$ cat config.mk
export PLATFORM = sky130hd
export DESIGN_NAME = key_edge_event_queue_flat
export DESIGN_NICKNAME = d
export VERILOG_FILES = /design/src/rtl/kee_pkg.sv /design/src/rtl/kee_stream_if.sv /design/src/rtl/key_edge_event_queue.sv /design/src/rtl/kee_lane.sv /design/src/rtl/kee_fifo.sv /design/src/flat_wrapper.sv
export SDC_FILE = /design/constraint.sdc
export NUM_CORES = 1
export LEC_CHECK = 0
export ABC_CLOCK_PERIOD_IN_PS = 5000
export BUFFER_PORTS_ARGS = -buffer_cell sky130_fd_sc_hd__clkbuf_2
export CAP_MARGIN = 10
export CORE_AREA = 5 5 145 147
export DETAILED_ROUTE_END_ITERATION = 16
export DIE_AREA = 0 0 150 152
export HOLD_SLACK_MARGIN = 0.12
export REMOVE_ABC_BUFFERS = 1
export SYNTH_ARGS = -nofsm -noshare
export SYNTH_HDL_FRONTEND = slang
export SYNTH_HIERARCHICAL = 1
export SYNTH_SLANG_ARGS = --single-unit
$ cat constraint.sdc
create_clock -name clk -period 5 [get_ports clk]
set_input_delay 0 -clock clk [delete_from_list [all_inputs] [get_ports clk]]
set_output_delay 0 -clock clk [all_outputs]
set_load 0.02 [all_outputs]
$ cat src/rtl/kee_pkg.sv
// ----------------------------------------------------------------------------
// kee_pkg
// Shared widths, reset values, command codes and word types of the key edge
// event queue.
// ----------------------------------------------------------------------------
package kee_pkg;

	localparam int KEY_W          = 8;
	localparam int CNT_W          = 4;
	localparam int KEYS_W         = 64;
	localparam int STAMP_W        = 32;
	localparam int LP_W           = 16;
	localparam int MASK_W         = 8;
	localparam int HELD_SLOTS_DEF = 8;
	localparam int FIFO_DEPTH_DEF = 16;

	localparam logic [LP_W-1:0] LONG_PRESS_RST = 16'd600;

	localparam logic CMD_SCAN = 1'b0;
	localparam logic CMD_POP  = 1'b1;

	typedef logic [KEY_W-1:0] key_t;
	typedef logic [LP_W-1:0]  cfg_t;

	typedef struct packed {
		logic               cmd;
		logic               changed;
		logic               enter_level;
		logic               delete_level;
		logic [CNT_W-1:0]   held_count;
		logic [KEYS_W-1:0]  held_keys;
		logic [STAMP_W-1:0] now_ms;
	} item_t;

	typedef struct packed {
		logic [MASK_W-1:0] new_key_mask;
		logic              enter_pressed;
		logic              delete_pressed;
		logic              enter_long;
		logic [KEY_W-1:0]  popped_char;
		logic              queue_was_empty;
	} result_t;

endpackage

$ cat src/rtl/kee_stream_if.sv
// ----------------------------------------------------------------------------
// kee_stream_if
// Valid/ready channel carrying one word of a chosen payload type.
// ----------------------------------------------------------------------------
interface kee_stream_if #(
	parameter type payload_t = logic
) ();
	logic     valid;
	logic     ready;
	payload_t data;

	modport source (output valid, output data, input ready);
	modport sink (input valid, input data, output ready);
endinterface

$ cat src/rtl/key_edge_event_queue.sv
// ----------------------------------------------------------------------------
// key_edge_event_queue
// Key press edge detector with a character queue, long-press and
// enter/delete edge events.
// ----------------------------------------------------------------------------
// Steps: a pop word passes through exec and emit; a scan word passes through exec,
//   one push step per newly pressed slot (up to HELD_SLOTS), then emit.
// Throughput: one word at a time; the serial queue write pass and output back-pressure set the rate.
// Reset: arst_n clears control state, pointers and the long-press register
//   to 600 ms at once; there is no clearing pass.
module key_edge_event_queue #(
	parameter int HELD_SLOTS = kee_pkg::HELD_SLOTS_DEF,
	parameter int FIFO_DEPTH = kee_pkg::FIFO_DEPTH_DEF
) (
	input  logic         clk,
	input  logic         arst_n,
	kee_stream_if.sink   req,
	kee_stream_if.source rsp,
	kee_stream_if.sink   cfg
);

	localparam int SLOT_W = (HELD_SLOTS > 1) ? $clog2(HELD_SLOTS) : 1;
	localparam int KEY_W  = kee_pkg::KEY_W;
	localparam int CNT_W  = kee_pkg::CNT_W;

	typedef enum logic [3:0] {
		ST_IDLE = 4'b0001,
		ST_EXEC = 4'b0010,
		ST_PUSH = 4'b0100,
		ST_EMIT = 4'b1000
	} state_t;

	state_t state_q;

	kee_pkg::cfg_t   long_ms_q;
	kee_pkg::item_t  item_s1;
	kee_pkg::result_t out_q;
	logic            out_valid_q;

	kee_pkg::key_t    held_q [HELD_SLOTS];
	logic [CNT_W-1:0] held_n_q;
	logic             enter_q;
	logic             delete_q;
	logic [kee_pkg::STAMP_W-1:0] stamp_q;
	logic             fired_q;

	kee_pkg::key_t        keys_s2 [HELD_SLOTS];
	logic [HELD_SLOTS-1:0] mask_s2;
	logic [HELD_SLOTS-1:0] rem_q;
	logic                 e_edge_s2;
	logic                 d_edge_s2;
	logic                 lp_s2;
	logic                 empty_s2;

	kee_pkg::key_t        cur [HELD_SLOTS];
	logic [CNT_W-1:0]     cur_n;
	logic [HELD_SLOTS-1:0] lane_new;
	logic                 cur_enter;
	logic                 cur_del;
	logic                 e_edge;
	logic [kee_pkg::STAMP_W-1:0] stamp_eff;
	logic [kee_pkg::STAMP_W-1:0] held_for;
	logic                 fired_eff;
	logic                 fire;

	logic [SLOT_W-1:0]    sel;
	logic                 fifo_push;
	logic                 fifo_pop;
	logic                 fifo_full;
	logic                 fifo_empty;
	kee_pkg::key_t        fifo_rd;
	logic                 load_out;
	logic [kee_pkg::MASK_W-1:0] mask_ext;
	logic                 is_exec;
	logic                 is_pop;

	assign req.ready = (state_q == ST_IDLE);
	assign cfg.ready = 1'b1;
	assign rsp.valid = out_valid_q;
	assign rsp.data  = out_q;

	assign is_exec = (state_q == ST_EXEC);
	assign is_pop  = (item_s1.cmd == kee_pkg::CMD_POP);

	// Current frame: fresh fields when changed, otherwise the stored set.
	always_comb begin
		for (int i = 0; i < HELD_SLOTS; i++) begin
			cur[i] = item_s1.changed ? item_s1.held_keys[KEY_W*i +: KEY_W] : held_q[i];
		end
		if (item_s1.changed) begin
			cur_n = (item_s1.held_count > CNT_W'(HELD_SLOTS)) ? CNT_W'(HELD_SLOTS)
			                                                  : item_s1.held_count;
			cur_enter = item_s1.enter_level;
			cur_del   = item_s1.delete_level;
		end else begin
			cur_n     = held_n_q;
			cur_enter = enter_q;
			cur_del   = delete_q;
		end
	end

	for (genvar g = 0; g < HELD_SLOTS; g++) begin : g_lane
		kee_lane #(
			.HELD_SLOTS(HELD_SLOTS)
		) u_lane (
			.code      (cur[g]),
			.slot_valid(CNT_W'(g) < cur_n),
			.prev_keys (held_q),
			.prev_n    (held_n_q),
			.is_new    (lane_new[g])
		);
	end

	// Long-press timing. A zero down-stamp means no hold is being timed.
	assign e_edge    = cur_enter && !enter_q;
	assign stamp_eff = e_edge ? item_s1.now_ms : stamp_q;
	assign fired_eff = e_edge ? 1'b0 : fired_q;
	assign held_for  = item_s1.now_ms - stamp_eff;
	assign fire      = cur_enter && (stamp_eff != '0) && !fired_eff &&
	                   (held_for >= {{(kee_pkg::STAMP_W-kee_pkg::LP_W){1'b0}}, long_ms_q});

	// Merge: push the lowest remaining new slot each cycle.
	always_comb begin
		sel = '0;
		for (int i = HELD_SLOTS - 1; i >= 0; i--) begin
			if (rem_q[i]) begin
				sel = SLOT_W'(i);
			end
		end
	end

	assign fifo_push = (state_q == ST_PUSH);
	assign fifo_pop  = is_exec && is_pop;

	kee_fifo #(
		.DEPTH(FIFO_DEPTH)
	) u_fifo (
		.clk      (clk),
		.arst_n   (arst_n),
		.push     (fifo_push),
		.push_data(keys_s2[sel]),
		.pop      (fifo_pop),
		.full     (fifo_full),
		.empty    (fifo_empty),
		.rd_data  (fifo_rd)
	);

	assign load_out = (state_q == ST_EMIT) && (!out_valid_q || rsp.ready);

	always_comb begin
		mask_ext = '0;
		mask_ext[HELD_SLOTS-1:0] = mask_s2;
	end

	// Payload registers.
	always_ff @(posedge clk) begin
		if (req.valid && req.ready) begin
			item_s1 <= req.data;
		end
		if (is_exec) begin
			keys_s2   <= cur;
			mask_s2   <= lane_new;
			e_edge_s2 <= e_edge;
			d_edge_s2 <= cur_del && !delete_q;
			lp_s2     <= fire;
			empty_s2  <= fifo_empty;
			if (!is_pop && item_s1.changed) begin
				held_q <= cur;
			end
		end
		if (load_out) begin
			if (is_pop) begin
				out_q.new_key_mask    <= '0;
				out_q.enter_pressed   <= 1'b0;
				out_q.delete_pressed  <= 1'b0;
				out_q.enter_long      <= 1'b0;
				out_q.popped_char     <= empty_s2 ? '0 : fifo_rd;
				out_q.queue_was_empty <= empty_s2;
			end else begin
				out_q.new_key_mask    <= mask_ext;
				out_q.enter_pressed   <= e_edge_s2;
				out_q.delete_pressed  <= d_edge_s2;
				out_q.enter_long      <= lp_s2;
				out_q.popped_char     <= '0;
				out_q.queue_was_empty <= 1'b0;
			end
		end
	end

	// Control state.
	always_ff @(posedge clk or negedge arst_n) begin
		if (!arst_n) begin
			state_q     <= ST_IDLE;
			long_ms_q   <= kee_pkg::LONG_PRESS_RST;
			out_valid_q <= 1'b0;
			held_n_q    <= '0;
			enter_q     <= 1'b0;
			delete_q    <= 1'b0;
			stamp_q     <= '0;
			fired_q     <= 1'b0;
			rem_q       <= '0;
		end else begin
			if (cfg.valid && cfg.ready) begin
				long_ms_q <= cfg.data;
			end
			if (load_out) begin
				out_valid_q <= 1'b1;
			end else if (rsp.ready) begin
				out_valid_q <= 1'b0;
			end
			case (state_q)
				ST_IDLE: begin
					if (req.valid) begin
						state_q <= ST_EXEC;
					end
				end
				ST_EXEC: begin
					if (is_pop) begin
						state_q <= ST_EMIT;
					end else begin
						held_n_q <= cur_n;
						enter_q  <= cur_enter;
						delete_q <= cur_del;
						stamp_q  <= cur_enter ? stamp_eff : '0;
						fired_q  <= fire || fired_eff;
						rem_q    <= lane_new;
						state_q  <= (lane_new != '0) ? ST_PUSH : ST_EMIT;
					end
				end
				ST_PUSH: begin
					rem_q[sel] <= 1'b0;
					if ((rem_q & (rem_q - 1'b1)) == '0) begin
						state_q <= ST_EMIT;
					end
				end
				ST_EMIT: begin
					if (load_out) begin
						state_q <= ST_IDLE;
					end
				end
				default: begin
					state_q <= ST_IDLE;
				end
			endcase
		end
	end

`ifndef SYNTHESIS
	a_push_pass_has_work: assert property (@(posedge clk) disable iff (!arst_n)
		(state_q == ST_PUSH) |-> (rem_q != '0))
		else $error("key_edge_event_queue: push pass with no slot left");
	a_empty_pop_gives_zero: assert property (@(posedge clk) disable iff (!arst_n)
		(out_valid_q && out_q.queue_was_empty) |-> (out_q.popped_char == '0))
		else $error("key_edge_event_queue: empty pop returned a character");
	a_result_only_from_emit: assert property (@(posedge clk) disable iff (!arst_n)
		$rose(out_valid_q) |-> $past(state_q == ST_EMIT))
		else $error("key_edge_event_queue: result raised outside the emit step");
	a_pop_word_no_events: assert property (@(posedge clk) disable iff (!arst_n)
		(out_valid_q && out_q.queue_was_empty) |->
		(out_q.new_key_mask == '0 && !out_q.enter_long))
		else $error("key_edge_event_queue: pop result carries key events");
`endif

endmodule

$ cat src/rtl/kee_lane.sv
// ----------------------------------------------------------------------------
// kee_lane
// One slot lane: flags the slot's code as new when it is valid and absent
// from the previous frame's key set.
// ----------------------------------------------------------------------------
module kee_lane #(
	parameter int HELD_SLOTS = kee_pkg::HELD_SLOTS_DEF
) (
	input  kee_pkg::key_t            code,
	input  logic                     slot_valid,
	input  kee_pkg::key_t            prev_keys [HELD_SLOTS],
	input  logic [kee_pkg::CNT_W-1:0] prev_n,
	output logic                     is_new
);

	logic [HELD_SLOTS-1:0] hit;

	always_comb begin
		for (int j = 0; j < HELD_SLOTS; j++) begin
			hit[j] = (kee_pkg::CNT_W'(j) < prev_n) && (prev_keys[j] == code);
		end
	end

	assign is_new = slot_valid && (hit == '0);

endmodule

$ cat src/rtl/kee_fifo.sv
// ----------------------------------------------------------------------------
// kee_fifo
// Character queue in a small memory with a registered read port. A push into
// a full queue is dropped, so at most DEPTH - 1 characters are held.
// ----------------------------------------------------------------------------
module kee_fifo #(
	parameter int DEPTH = kee_pkg::FIFO_DEPTH_DEF
) (
	input  logic          clk,
	input  logic          arst_n,
	input  logic          push,
	input  kee_pkg::key_t push_data,
	input  logic          pop,
	output logic          full,
	output logic          empty,
	output kee_pkg::key_t rd_data
);

	localparam int PTR_W = (DEPTH > 1) ? $clog2(DEPTH) : 1;
	localparam logic [PTR_W-1:0] LAST = PTR_W'(DEPTH - 1);

	kee_pkg::key_t    mem [DEPTH];
	logic [PTR_W-1:0] rd_ptr_q;
	logic [PTR_W-1:0] wr_ptr_q;
	logic [PTR_W-1:0] wr_nxt;
	logic [PTR_W-1:0] rd_nxt;
	kee_pkg::key_t    rd_data_q;

	assign wr_nxt  = (wr_ptr_q == LAST) ? '0 : wr_ptr_q + 1'b1;
	assign rd_nxt  = (rd_ptr_q == LAST) ? '0 : rd_ptr_q + 1'b1;
	assign full    = (wr_nxt == rd_ptr_q);
	assign empty   = (wr_ptr_q == rd_ptr_q);
	assign rd_data = rd_data_q;

	always_ff @(posedge clk) begin
		if (push && !full) begin
			mem[wr_ptr_q] <= push_data;
		end
		if (pop && !empty) begin
			rd_data_q <= mem[rd_ptr_q];
		end
	end

	always_ff @(posedge clk or negedge arst_n) begin
		if (!arst_n) begin
			rd_ptr_q <= '0;
			wr_ptr_q <= '0;
		end else begin
			if (push && !full) begin
				wr_ptr_q <= wr_nxt;
			end
			if (pop && !empty) begin
				rd_ptr_q <= rd_nxt;
			end
		end
	end

`ifndef SYNTHESIS
	a_no_push_pop_same_cycle: assert property (@(posedge clk) disable iff (!arst_n)
		!(push && pop))
		else $error("kee_fifo: push and pop in the same cycle");
	a_full_holds_wr_ptr: assert property (@(posedge clk) disable iff (!arst_n)
		(push && full && !pop) |=> $stable(wr_ptr_q))
		else $error("kee_fifo: dropped push moved the write pointer");
	a_empty_holds_rd_ptr: assert property (@(posedge clk) disable iff (!arst_n)
		(pop && empty && !push) |=> $stable(rd_ptr_q))
		else $error("kee_fifo: pop of an empty queue moved the read pointer");
`endif

endmodule
$ cat src/flat_wrapper.sv
// flat-port wrapper written by rule: the top's interface ports become plain ports
module key_edge_event_queue_flat 
#(
	parameter int HELD_SLOTS = kee_pkg::HELD_SLOTS_DEF,
	parameter int FIFO_DEPTH = kee_pkg::FIFO_DEPTH_DEF
)
  (clk, arst_n, req_valid, req_data, req_ready, rsp_valid, rsp_data, rsp_ready, cfg_valid, cfg_data, cfg_ready);
  kee_stream_if req_i ();
  kee_stream_if rsp_i ();
  kee_stream_if cfg_i ();
  input  logic clk;
  input  logic arst_n;
  input wire logic [$bits(req_i.valid)-1:0] req_valid;
  input wire logic [$bits(req_i.data)-1:0] req_data;
  output wire logic [$bits(req_i.ready)-1:0] req_ready;
  output wire logic [$bits(rsp_i.valid)-1:0] rsp_valid;
  output wire logic [$bits(rsp_i.data)-1:0] rsp_data;
  input wire logic [$bits(rsp_i.ready)-1:0] rsp_ready;
  input wire logic [$bits(cfg_i.valid)-1:0] cfg_valid;
  input wire logic [$bits(cfg_i.data)-1:0] cfg_data;
  output wire logic [$bits(cfg_i.ready)-1:0] cfg_ready;
  assign req_i.valid = req_valid;
  assign req_i.data = req_data;
  assign req_ready = req_i.ready;
  assign rsp_valid = rsp_i.valid;
  assign rsp_data = rsp_i.data;
  assign rsp_i.ready = rsp_ready;
  assign cfg_i.valid = cfg_valid;
  assign cfg_i.data = cfg_data;
  assign cfg_ready = cfg_i.ready;
  key_edge_event_queue #(.HELD_SLOTS(HELD_SLOTS), .FIFO_DEPTH(FIFO_DEPTH)) u_core (.clk(clk), .arst_n(arst_n), .req(req_i), .rsp(rsp_i), .cfg(cfg_i));
endmodule
==> results of run 1 <==
==> critical path: stages (launching register included) <==
cell and delay, ps:
dfrtp_1 460, nor4b_4 620, nor2_1 230, a22o_1 230, a31o_1 170
==> through the flow <==
step	instance area, µm²	std cells	util, %	total power, W	hold WS [ps]
after detailed placement	10200	1892	51.4	0.000955	-68.5
after global routing	10300	1899	52.0	0.00132	265
after CTS	10300	1899	52.0	0.00112	248
after floorplan	9810	1617	-	0.000901	-296
final	10300	1899	52.0	0.00118	235
after global placement	10200	1892	51.4	0.000951	-70.1
==> cell families (layout without fill, tap and decap cells) <==
kind of cell	after synthesis	after routing	synth area share, %
XOR/XNOR	512	512	58.9
other	2	762	0.0986
AND/OR/NAND/NOR	227	227	17.9
adder cells (fa/ha/maj)	1	1	0.131
buffers and inverters	69	13	8.72
flip-flops	13	13	4.29
AO/OA/AOI/OAI	101	101	10.0
==> per-layer routing <==
metal | vias up | track usage (%) | wire, µm
li1 | 3872 | - | -
met1 | 2679 | 19.3 | 7540
met2 | 25 | 22.9 | 6660
met3 | 6 | 1.73 | 204
met4 | 0 | 1.18 | 44
met5 | - | 0 | 0
==> layout make-up <==
class	count	area [µm²]
repair buffers	8	55.1
well taps	270	338
flip-flops and latches	13	327
inverters	1	3.75
multi-input cells	1603	9480
clock buffers	4	78.8
fillers	2051	9500
==> synthesized netlist by cell type (all sizes together), types with 10 or more instances <==
cell type	count
a21oi	10
buf	67
dfrtp	12
nand2	13
nand3	35
nand4	41
nor3	33
nor4	75
o21ai	29
o311ai	10
xnor2	184
xor2	328
==> registers in the layout, summed over array words and instances (netlist names) <==
signal	flops
u_core/state_q	4
u_core/rem_q	8
u_core/rsp.valid	1
==> power breakdown <==
part	internal [W]	total, W	switching [W]
clock	0.000108	0.000154	0.0000466
combinational	0.000354	0.000807	0.000453
sequential	0.000148	0.000223	0.0000753
total	0.000610	0.00118	0.000575
==> final timing paths <==
| path | endpoint | slack [ps] | cells after the start | startpoint |
|---|---|---|---|---|
| max in group asynchronous | u_core/state_q[0]$_DFFE_PN1P_ | 4460 | 2 | arst_n |
| min | u_core/rem_q[3]$_DFFE_PN0P_ | 230 | 2 | arst_n |
| max reg2reg | u_core/rem_q[4]$_DFFE_PN0P_ | 3170 | 4 | u_core/state_q[3]$_DFFE_PN0P_ |
| min in group clk | u_core/rsp.valid$_DFFE_PN0P_ | 500 | 1 | u_core/rsp.valid$_DFFE_PN0P_ |
| max | u_core/rem_q[4]$_DFFE_PN0P_ | 3170 | 4 | u_core/state_q[3]$_DFFE_PN0P_ |
| min reg2reg | u_core/rsp.valid$_DFFE_PN0P_ | 500 | 1 | u_core/rsp.valid$_DFFE_PN0P_ |
==> impl_metrics.py, run 1 <==
metrics = {
    "global_routing": {
        "overflow": 0,
        "grt_max_degree": 14,
        "antenna_found_initial": 0,
        "grt_pass1_wl_um": 26800,
        "grt_usage_pct": 13.6,
        "grt_pass1_vias": 6035,
    },
    "outcome": {
        "status": "completed",
    },
    "floorplan": {
        "die_x_um": 150,
        "ios": 11,
        "rows": 52,
        "die_area_um2": 22800,
        "start_util_pct": 38.5,
        "die_h_um": 152,
        "core_um2": 19800,
    },
    "drt": {
        "drt_iter0_drc": 163,
        "remaining_drc_errors": 0,
        "ant_nets": 0,
        "wl_per_cell_um": 7.61,
        "vias": 6582,
        "routed_wl_um": 14400,
        "dr.pass1.iters": 4,
        "vias_per_cell": 3.47,
    },
    "logic_synthesis": {
        "synth_edf_count": 0,
        "synth_top_area_share_pct": 37.7,
        "synth-seq-area-share_pct": 4.29,
        "synth_seq_cells": 13,
        "synth_area_leaders": "xor2_1, xnor2_1, nor4_1, buf_6, dfrtp_1",
        "dominantRegCellSynth": "dfrtp_1",
        "netlist_instances": 925,
        "synth_area_um2": 7620,
        "postSynth.asyncResetShare_pct": 100,
        "syn_avg_cell_area_um2": 8.24,
        "synth_warnings": 6,
        "yosysUniqueCellTypes": 45,
        "yosysTopAreaCell": "xor2_1",
    },
    "timing": {
        "fmax_ghz": 0.547,
        "setup_viol": 0,
        "finalHoldViolCount": 0,
        "finalWorstPathRequiredPeriod_ps": 1830,
        "period_share_pct": 36.5,
        "rsz0062_at_grt": "false",
        "worst_pin_slew_ps": 627,
        "maxSlewHeadroom_pct": 58.0,
        "slew_violations": 0,
        "fin_setup_tns_ps": 0,
        "timing.final.ws_setup_ps": 3170,
        "skew_ps": 1.99,
    },
    "clock_network": {
        "h-tree-depth": 1,
        "ctsResizeCount": 0,
        "cts_max_path_buffers": 2,
        "clkTransAtPathRegs_ps": 50,
        "cts_buffers": 3,
        "cts_tree": "yes",
        "cts_root_buffer": "clkbuf_16",
        "cts_setup_buffers": 0,
        "hold_buffers": 3,
        "clock_latency_ps": 240,
        "clock_sinks": 13,
    },
    "worst_hold_path": {
        "hold_class": "primary input to async pin",
    },
    "placed_design": {
        "pre_cts_ws_ps": 3160,
        "port_buffers": 5,
        "dpl.hpwl_um": 12100,
        "gp_congestion": 0.775,
    },
    "pwr": {
        "power.leakage_nw": 6.63,
        "power_density_nw_per_um2": 115,
        "vdd_drop_max_mv": 0.112,
    },
    "finish": {
        "antenna_cells": 0,
        "layout-drive-gt1-share_pct": 1.47,
        "area_growth_pct": 35.0,
        "final_cell_mix": "conb_1, xor2_1, xnor2_1, nor4_1, nand4_1",
        "final_common_cell": "conb_1",
        "nNetsFinal": 1637,
    },
    "worst_setup_path": {
        "worstPathArrival_ps": 1960,
        "critPathKind": "register to register",
        "critPathLaunchType": "register",
        "required_ps": 5130,
        "worstSetupEndpointType": "register",
        "cp_max_fo": 10,
    },
    "flow_run": {
        "drv_cap": 0,
    },
}
No activity file was read; power rests on OpenSTA's default activity.
==> inputs of run 2 (changes only) <==
- ABC_AREA: default -> 1
- ABC_CLOCK_PERIOD_IN_PS: 5000 -> 1800
- CORE_AREA: 5 5 145 147 -> 5 5 164 166
- DIE_AREA: 0 0 150 152 -> 0 0 169 171
- clock period: 5 -> 1.8 ns (I/O delays scaled with it)
==> run 2 against run 1 <==
Total power increased to 3.3 times the previous value. Flip-flop and latch count stayed put. Global-route usage grew 1.9 points. Register-to-register slack lost 2800 ps. Highest routed layer unchanged. Critical path depth unchanged. Combinational power rose to 3.6 times the previous value. Sequential power increased by 140%. Clock-buffer cell count fell by 1. Utilization is 0.80 points higher.
==> impl_metrics.py, run 2 <==
metrics = {
    "outcome": {
        "status": "completed",
    },
    "clock_network": {
        "clock_latency_ps": 250,
        "ctsResizeCount": 0,
        "cts_max_path_buffers": 2,
        "cts_buffers": 3,
        "clock_sinks": 13,
        "h-tree-depth": 1,
        "cts_root_buffer": "clkbuf_16",
        "clkTransAtPathRegs_ps": 50,
        "cts_tree": "yes",
    },
    "logic_synthesis": {
        "synth_seq_cells": 13,
        "synth_xor_area_share_pct": 18.3,
        "yosysTopAreaCell": "nand2_1",
        "synth_top_area_share_pct": 25.4,
        "synthSimpleGateAreaFrac_pct": 50.1,
        "synth_common_cells": "nand2_1, nor2_1, inv_1",
        "synth_top_family_by_area": "simple AND/OR/NAND/NOR gates",
        "yosysUniqueCellTypes": 34,
        "postSynth.asyncResetShare_pct": 100,
        "synth_edf_count": 0,
        "synth.area.mux_share_pct": 0,
        "synth.most_common_cell": "nand2_1",
        "synth_area_leaders": "nand2_1, xnor2_1, nor2_1, inv_1, buf_6",
        "netlist_instances": 1924,
        "synth-compound-area-share_pct": 8.55,
        "dominantRegCellSynth": "dfrtp_1",
        "synth_area_um2": 9980,
        "synth_fa_ha_area_share_pct": 0,
        "synth_warnings": 6,
        "synth-seq-area-share_pct": 3.27,
        "syn_avg_cell_area_um2": 5.19,
    },
    "global_routing": {
        "grt_pass1_vias": 9355,
        "grt_pass1_wl_um": 39100,
        "antenna_found_initial": 0,
        "overflow": 0,
        "grt_max_degree": 18,
        "grt_usage_pct": 15.5,
    },
    "pwr": {
        "p_comb_share_pct": 74.9,
        "power.leakage_nw": 7.33,
        "power_frac_clock_pct": 11.0,
        "vdd_drop_max_mv": 0.346,
        "power_density_nw_per_um2": 289,
        "power_frac_seq_pct": 14.0,
        "p_total_w": 0.00388,
        "p_int_w": 0.00184,
        "p_sw_share_pct": 52.7,
        "p_sw_w": 0.00204,
    },
    "timing": {
        "skew_ps": 3.08,
        "period_share_pct": 79.9,
        "setup_viol": 0,
        "fmax_ghz": 0.695,
        "fin_setup_tns_ps": 0,
        "finalHoldViolCount": 0,
        "whs_ps": 226,
        "slew_violations": 0,
        "rsz0062_at_grt": "false",
        "finalWorstPathRequiredPeriod_ps": 1440,
    },
    "placed_design": {
        "gp_congestion": 0.807,
        "dpl.hpwl_um": 18500,
        "port_buffers": 5,
        "placed_area_um2": 13300,
    },
    "floorplan": {
        "rows": 59,
        "start_util_pct": 39.2,
        "ios": 11,
        "die_h_um": 171,
        "core_um2": 25500,
        "die_area_um2": 28900,
        "die_x_um": 169,
    },
    "worst_setup_path": {
        "worstSetupEndpointType": "primary output",
        "required_ps": 1800,
        "critPathKind": "register to primary output",
        "worstPathArrival_ps": 1440,
        "cp_max_fo": 3,
        "critPathLaunchType": "register",
    },
    "finish": {
        "design_area_um2": 13400,
        "antenna_cells": 0,
        "layout-drive-gt1-share_pct": 3.62,
        "largest_register_ffs": 8,
        "nNetsFinal": 2853,
        "final_common_cell": "conb_1",
        "final_util_pct": 52.8,
        "final_cell_mix": "conb_1, nand2_1, nor2_1, inv_1, xnor2_1",
        "regMostFlops": "u_core/rem_q",
        "fillers": 2876,
        "area_growth_pct": 34.7,
    },
    "drt": {
        "drt_iter0_drc": 302,
        "remaining_drc_errors": 0,
        "vias_per_cell": 3.44,
        "wl_per_cell_um": 6.71,
        "routed_wl_um": 21300,
        "vias": 10941,
        "dr.pass1.iters": 4,
        "ant_nets": 0,
    },
    "worst_hold_path": {
        "hold_class": "primary input to async pin",
    },
    "flow_run": {
        "drv_cap": 0,
    },
}
==> run 2: power by group through the flow <==
stage / registers, W / clock network (W) / logic, W
after detailed placement: 0.000547 / 0 / 0.00261
after global placement: 0.000546 / 0 / 0.00260
final: 0.000544 / 0.000428 / 0.00291
after floorplan: 0.000526 / 0 / 0.00245
after CTS: 0.000543 / 0.000436 / 0.00262
after global routing: 0.000560 / 0.000451 / 0.00341
==> run 2: worst paths after layout <==
kind                                                  to  slack, ps                     startpoint  depth (start not counted)
max                                            req_ready        360  u_core/state_q[0]$_DFFE_PN1P_                          4
min                        u_core/state_q[1]$_DFFE_PN0P_        230                         arst_n                          2
max reg2reg                u_core/state_q[3]$_DFFE_PN0P_        380  u_core/state_q[1]$_DFFE_PN0P_                          6
min reg2reg                  u_core/rem_q[7]$_DFFE_PN0P_        580    u_core/rem_q[7]$_DFFE_PN0P_                          2
max in group asynchronous  u_core/state_q[0]$_DFFE_PN1P_       1280                         arst_n                          2
min in group clk           u_core/state_q[0]$_DFFE_PN1P_        540                      req_valid                          5
==> run 2: stage by stage <==
| stage | setup WS [ps] | cells |
|---|---|---|
| 4_1_cts | 348 | 3180 |
| 3_5_place_dp | 387 | 3173 |
| 3_3_place_gp | 401 | 3173 |
| 2_1_floorplan | 359 | 2832 |
| 6_report | 361 | 3180 |
| 5_1_grt | 284 | 3180 |
==> run 2: worst max-delay path: stages (launching register included) <==
cell	delay [ps]
dfstp_2	550
inv_2	40
nor3_2	260
buf_4	180
clkbuf_2	160
==> run 2: repair_timing <==
item | CTS | global route
hold endpoints to repair | 16 | 0
hold buffers | 3 | 0
buffers inserted | 0 | 0
==> run 2: routing by layer <==
layer	share of wire, %	vias to the layer above	track usage (%)
li1	-	6711	-
met1	51	4178	19.7
met2	47	42	29.9
met3	1.0	10	0.832
met4	0.53	0	1.26
met5	0	-	0
==> run 2: logic make-up after synthesis <==
kind of cell	count (synthesis)
AOI/OAI and AO/OA	154
xor gates and xnor gates	208
buffers and inverters	342
DFF	13
other	2
and+or+nand+nor	1205
==> run 2: area by class of cell <==
type | count | area [µm²] | area share [%]
multi-input cells | 2545 | 11300 | 84.4
inverters | 274 | 1210 | 8.99
well taps | 335 | 419 | 3.12
flip-flops and latches | 13 | 327 | 2.43
clock buffers | 3 | 75.1 | 0.558
repair buffers | 9 | 62.6 | 0.465
clock inverters | 1 | 5.00 | 0.0372
==> inputs of run 3 (changes only) <==
- ABC_AREA: 1 -> 0
- ABC_CLOCK_PERIOD_IN_PS: 1800 -> 1300
- CORE_AREA: 5 5 164 166 -> 5 5 145 147
- DIE_AREA: 0 0 169 171 -> 0 0 150 152
- clock period: 1.8 -> 1.3 ns (I/O delays scaled with it)
==> run 3 against run 2 <==
The run now ends with negative setup slack left. Highest routed layer unchanged. First-iteration DRC count is 60% lower. Critical path depth stayed put. Largest power group unchanged. Critical endpoint is now u_core/rem_q[6]$_DFFE_PN0P_. Sequential share of layout area is 0.64 points higher. Setup slack worse by 710 ps. Total power is 43% higher. Final area is 21% lower. Final cell count is 39% lower. Flip-flop and latch count stayed put. Global-route usage is 1.4 points lower. Utilization is 1.2 points higher. Largest cell class unchanged.
==> impl_metrics.py, run 3 (synthesis gave the netlist of run 1 again) <==
metrics = {
    "pwr": {
        "power_density_nw_per_um2": 520,
        "power.leakage_nw": 6.83,
        "vdd_drop_max_mv": 0.553,
    },
    "timing": {
        "rsz0062_at_grt": "true",
        "timing.final.ws_setup_ps": -350,
        "fin_setup_tns_ps": -2840,
        "period_share_pct": 127,
        "finalHoldViolCount": 0,
        "finalWorstPathRequiredPeriod_ps": 1650,
        "slew_violations": 0,
        "setup_viol": 13,
        "skew_ps": 2.59,
        "fmax_ghz": 0.606,
    },
    "drt": {
        "vias_per_cell": 3.49,
        "vias": 6740,
        "ant_nets": 0,
        "drt_iter0_drc": 122,
        "wl_per_cell_um": 7.79,
        "wl_met3_um": 258,
        "dr.pass1.iters": 4,
        "wl_met2_um": 7040,
        "remaining_drc_errors": 0,
        "top_layer": "met4",
        "routedLengthMet1_um": 7730,
        "routed_wl_um": 15100,
    },
    "global_routing": {
        "overflow": 0,
        "antenna_found_initial": 0,
        "grt_max_degree": 14,
        "grt_pass1_vias": 6273,
        "grt_pass1_wl_um": 27700,
        "grt_usage_pct": 14.1,
    },
    "finish": {
        "area_growth_pct": 40.3,
        "final_common_cell": "conb_1",
        "largest_register_ffs": 8,
        "sequential_cell_area_um2": 328,
        "multi_input_area_um2": 9590,
        "final_cell_mix": "conb_1, xor2_1, xnor2_1, nor4_1, nand4_1",
        "fillers": 2014,
        "layout-drive-gt1-share_pct": 4.45,
        "regMostFlops": "u_core/rem_q",
        "antenna_cells": 0,
        "nNetsFinal": 1671,
        "fin_cells": 1933,
    },
    "floorplan": {
        "core_um2": 19800,
        "die_x_um": 150,
        "rows": 52,
        "die_area_um2": 22800,
        "start_util_pct": 38.5,
        "die_h_um": 152,
        "ios": 11,
    },
    "clock_network": {
        "cts_max_path_buffers": 2,
        "cts_root_buffer": "clkbuf_16",
        "clock_latency_ps": 250,
        "clock_sinks": 13,
        "h-tree-depth": 1,
        "cts_buffers": 3,
        "cts_tree": "yes",
        "clkTransAtPathRegs_ps": 50,
    },
    "worst_setup_path": {
        "cp_max_fo": 4,
        "r2r_slack_ps": -350,
        "worstSetupEndpointType": "register",
        "worstPathArrival_ps": 1780,
        "critPathKind": "register to register",
        "rr_startpoint": "u_core/rem_q[0]$_DFFE_PN0P_",
        "rr_worst_depth": 4,
        "required_ps": 1430,
        "cp-startpoint": "u_core/rem_q[0]$_DFFE_PN0P_",
        "critPathLaunchType": "register",
        "rr_endpoint": "u_core/rem_q[6]$_DFFE_PN0P_",
    },
    "placed_design": {
        "port_buffers": 5,
        "dp.cells": 1919,
        "gp_congestion": 0.807,
        "dpl.hpwl_um": 12400,
        "pre_cts_ws_ps": -326,
    },
    "flow_run": {
        "drv_cap": 0,
    },
    "outcome": {
        "status": "complete, but fails checks",
        "violations": "negative setup slack",
    },
    "worst_hold_path": {
        "hold_class": "primary input to async pin",
    },
}
run 3: cell count changes in the layout (fill, tap and decap cells not counted), sizes merged, moves of 16 or more:
cell,previous run,this run
nand2,682,13
nor2,303,6
inv,274,1
xor2,56,328
conb,978,762
nor4,0,75
o21ai,102,29
nand3,106,35
or2,64,0
buf,1,34
xnor2,152,184
nor3,17,33
run 3: where the power goes:
group	internal, W	switching, W	leakage, nW
clock network	0.000416	0.000188	0.0382
registers	0.000569	0.000165	0.165
logic	0.00201	0.00221	6.63
total	0.00299	0.00256	6.83
run 3: worst max path at each step:
stage                                          endpoint  slack, ps  cells after the start
final                       u_core/rem_q[6]$_DFFE_PN0P_       -350                      4
after global routing        u_core/rem_q[6]$_DFFE_PN0P_       -410                      4
after CTS                   u_core/rem_q[6]$_DFFE_PN0P_       -310                      4
after detailed placement    u_core/rem_q[6]$_DFFE_PN0P_       -330                      4
after global placement      u_core/rem_q[1]$_DFFE_PN0P_       -330                      4
after floorplan           u_core/state_q[0]$_DFFE_PN1P_       -440                      3
run 3: routing by layer:
| layer | vias to the layer above | global-route usage, % |
|---|---|---|
| met5 | - | 0 |
| met4 | 0 | 1.00 |
| met3 | 2 | 1.70 |
| met2 | 30 | 24.4 |
| met1 | 2773 | 19.4 |
| li1 | 3935 | - |
run 3: layout make-up:
cell class,count,share of cell area (%)
Multi-Input combinational cell,1603,89.7
Inverter,1,0.0351
Sequential cell,13,3.07
Timing Repair Buffer,42,3.27
Tap cell,270,3.16
Clock buffer,4,0.738
run 3: what timing repair did:
action	4_1_cts	5_1_grt
setup buffers	3	5
endpoints found under the setup margin	13	12
gates resized for setup	22	11
endpoints found under the hold margin	16	0
pin swaps	7	10
hold buffers	3	0
run 3: worst max-delay path, stage by stage, from the launching register on:
cell	delay [ps]
dfrtp_1	400
or4_4	580
nor4b_4	310
and3_1	190
o21ai_1	60
run 3: stage by stage:
step           hold WS, ps  power (W)  utilization (%)  cell area, µm²
2_1_floorplan         -296    0.00347                -            9810
3_3_place_gp         -65.3    0.00413             52.5           10400
3_5_place_dp         -64.8    0.00413             52.5           10400
4_1_cts                252    0.00509             53.6           10600
5_1_grt                273    0.00609             54.0           10700
6_report               227    0.00555             54.0           10700
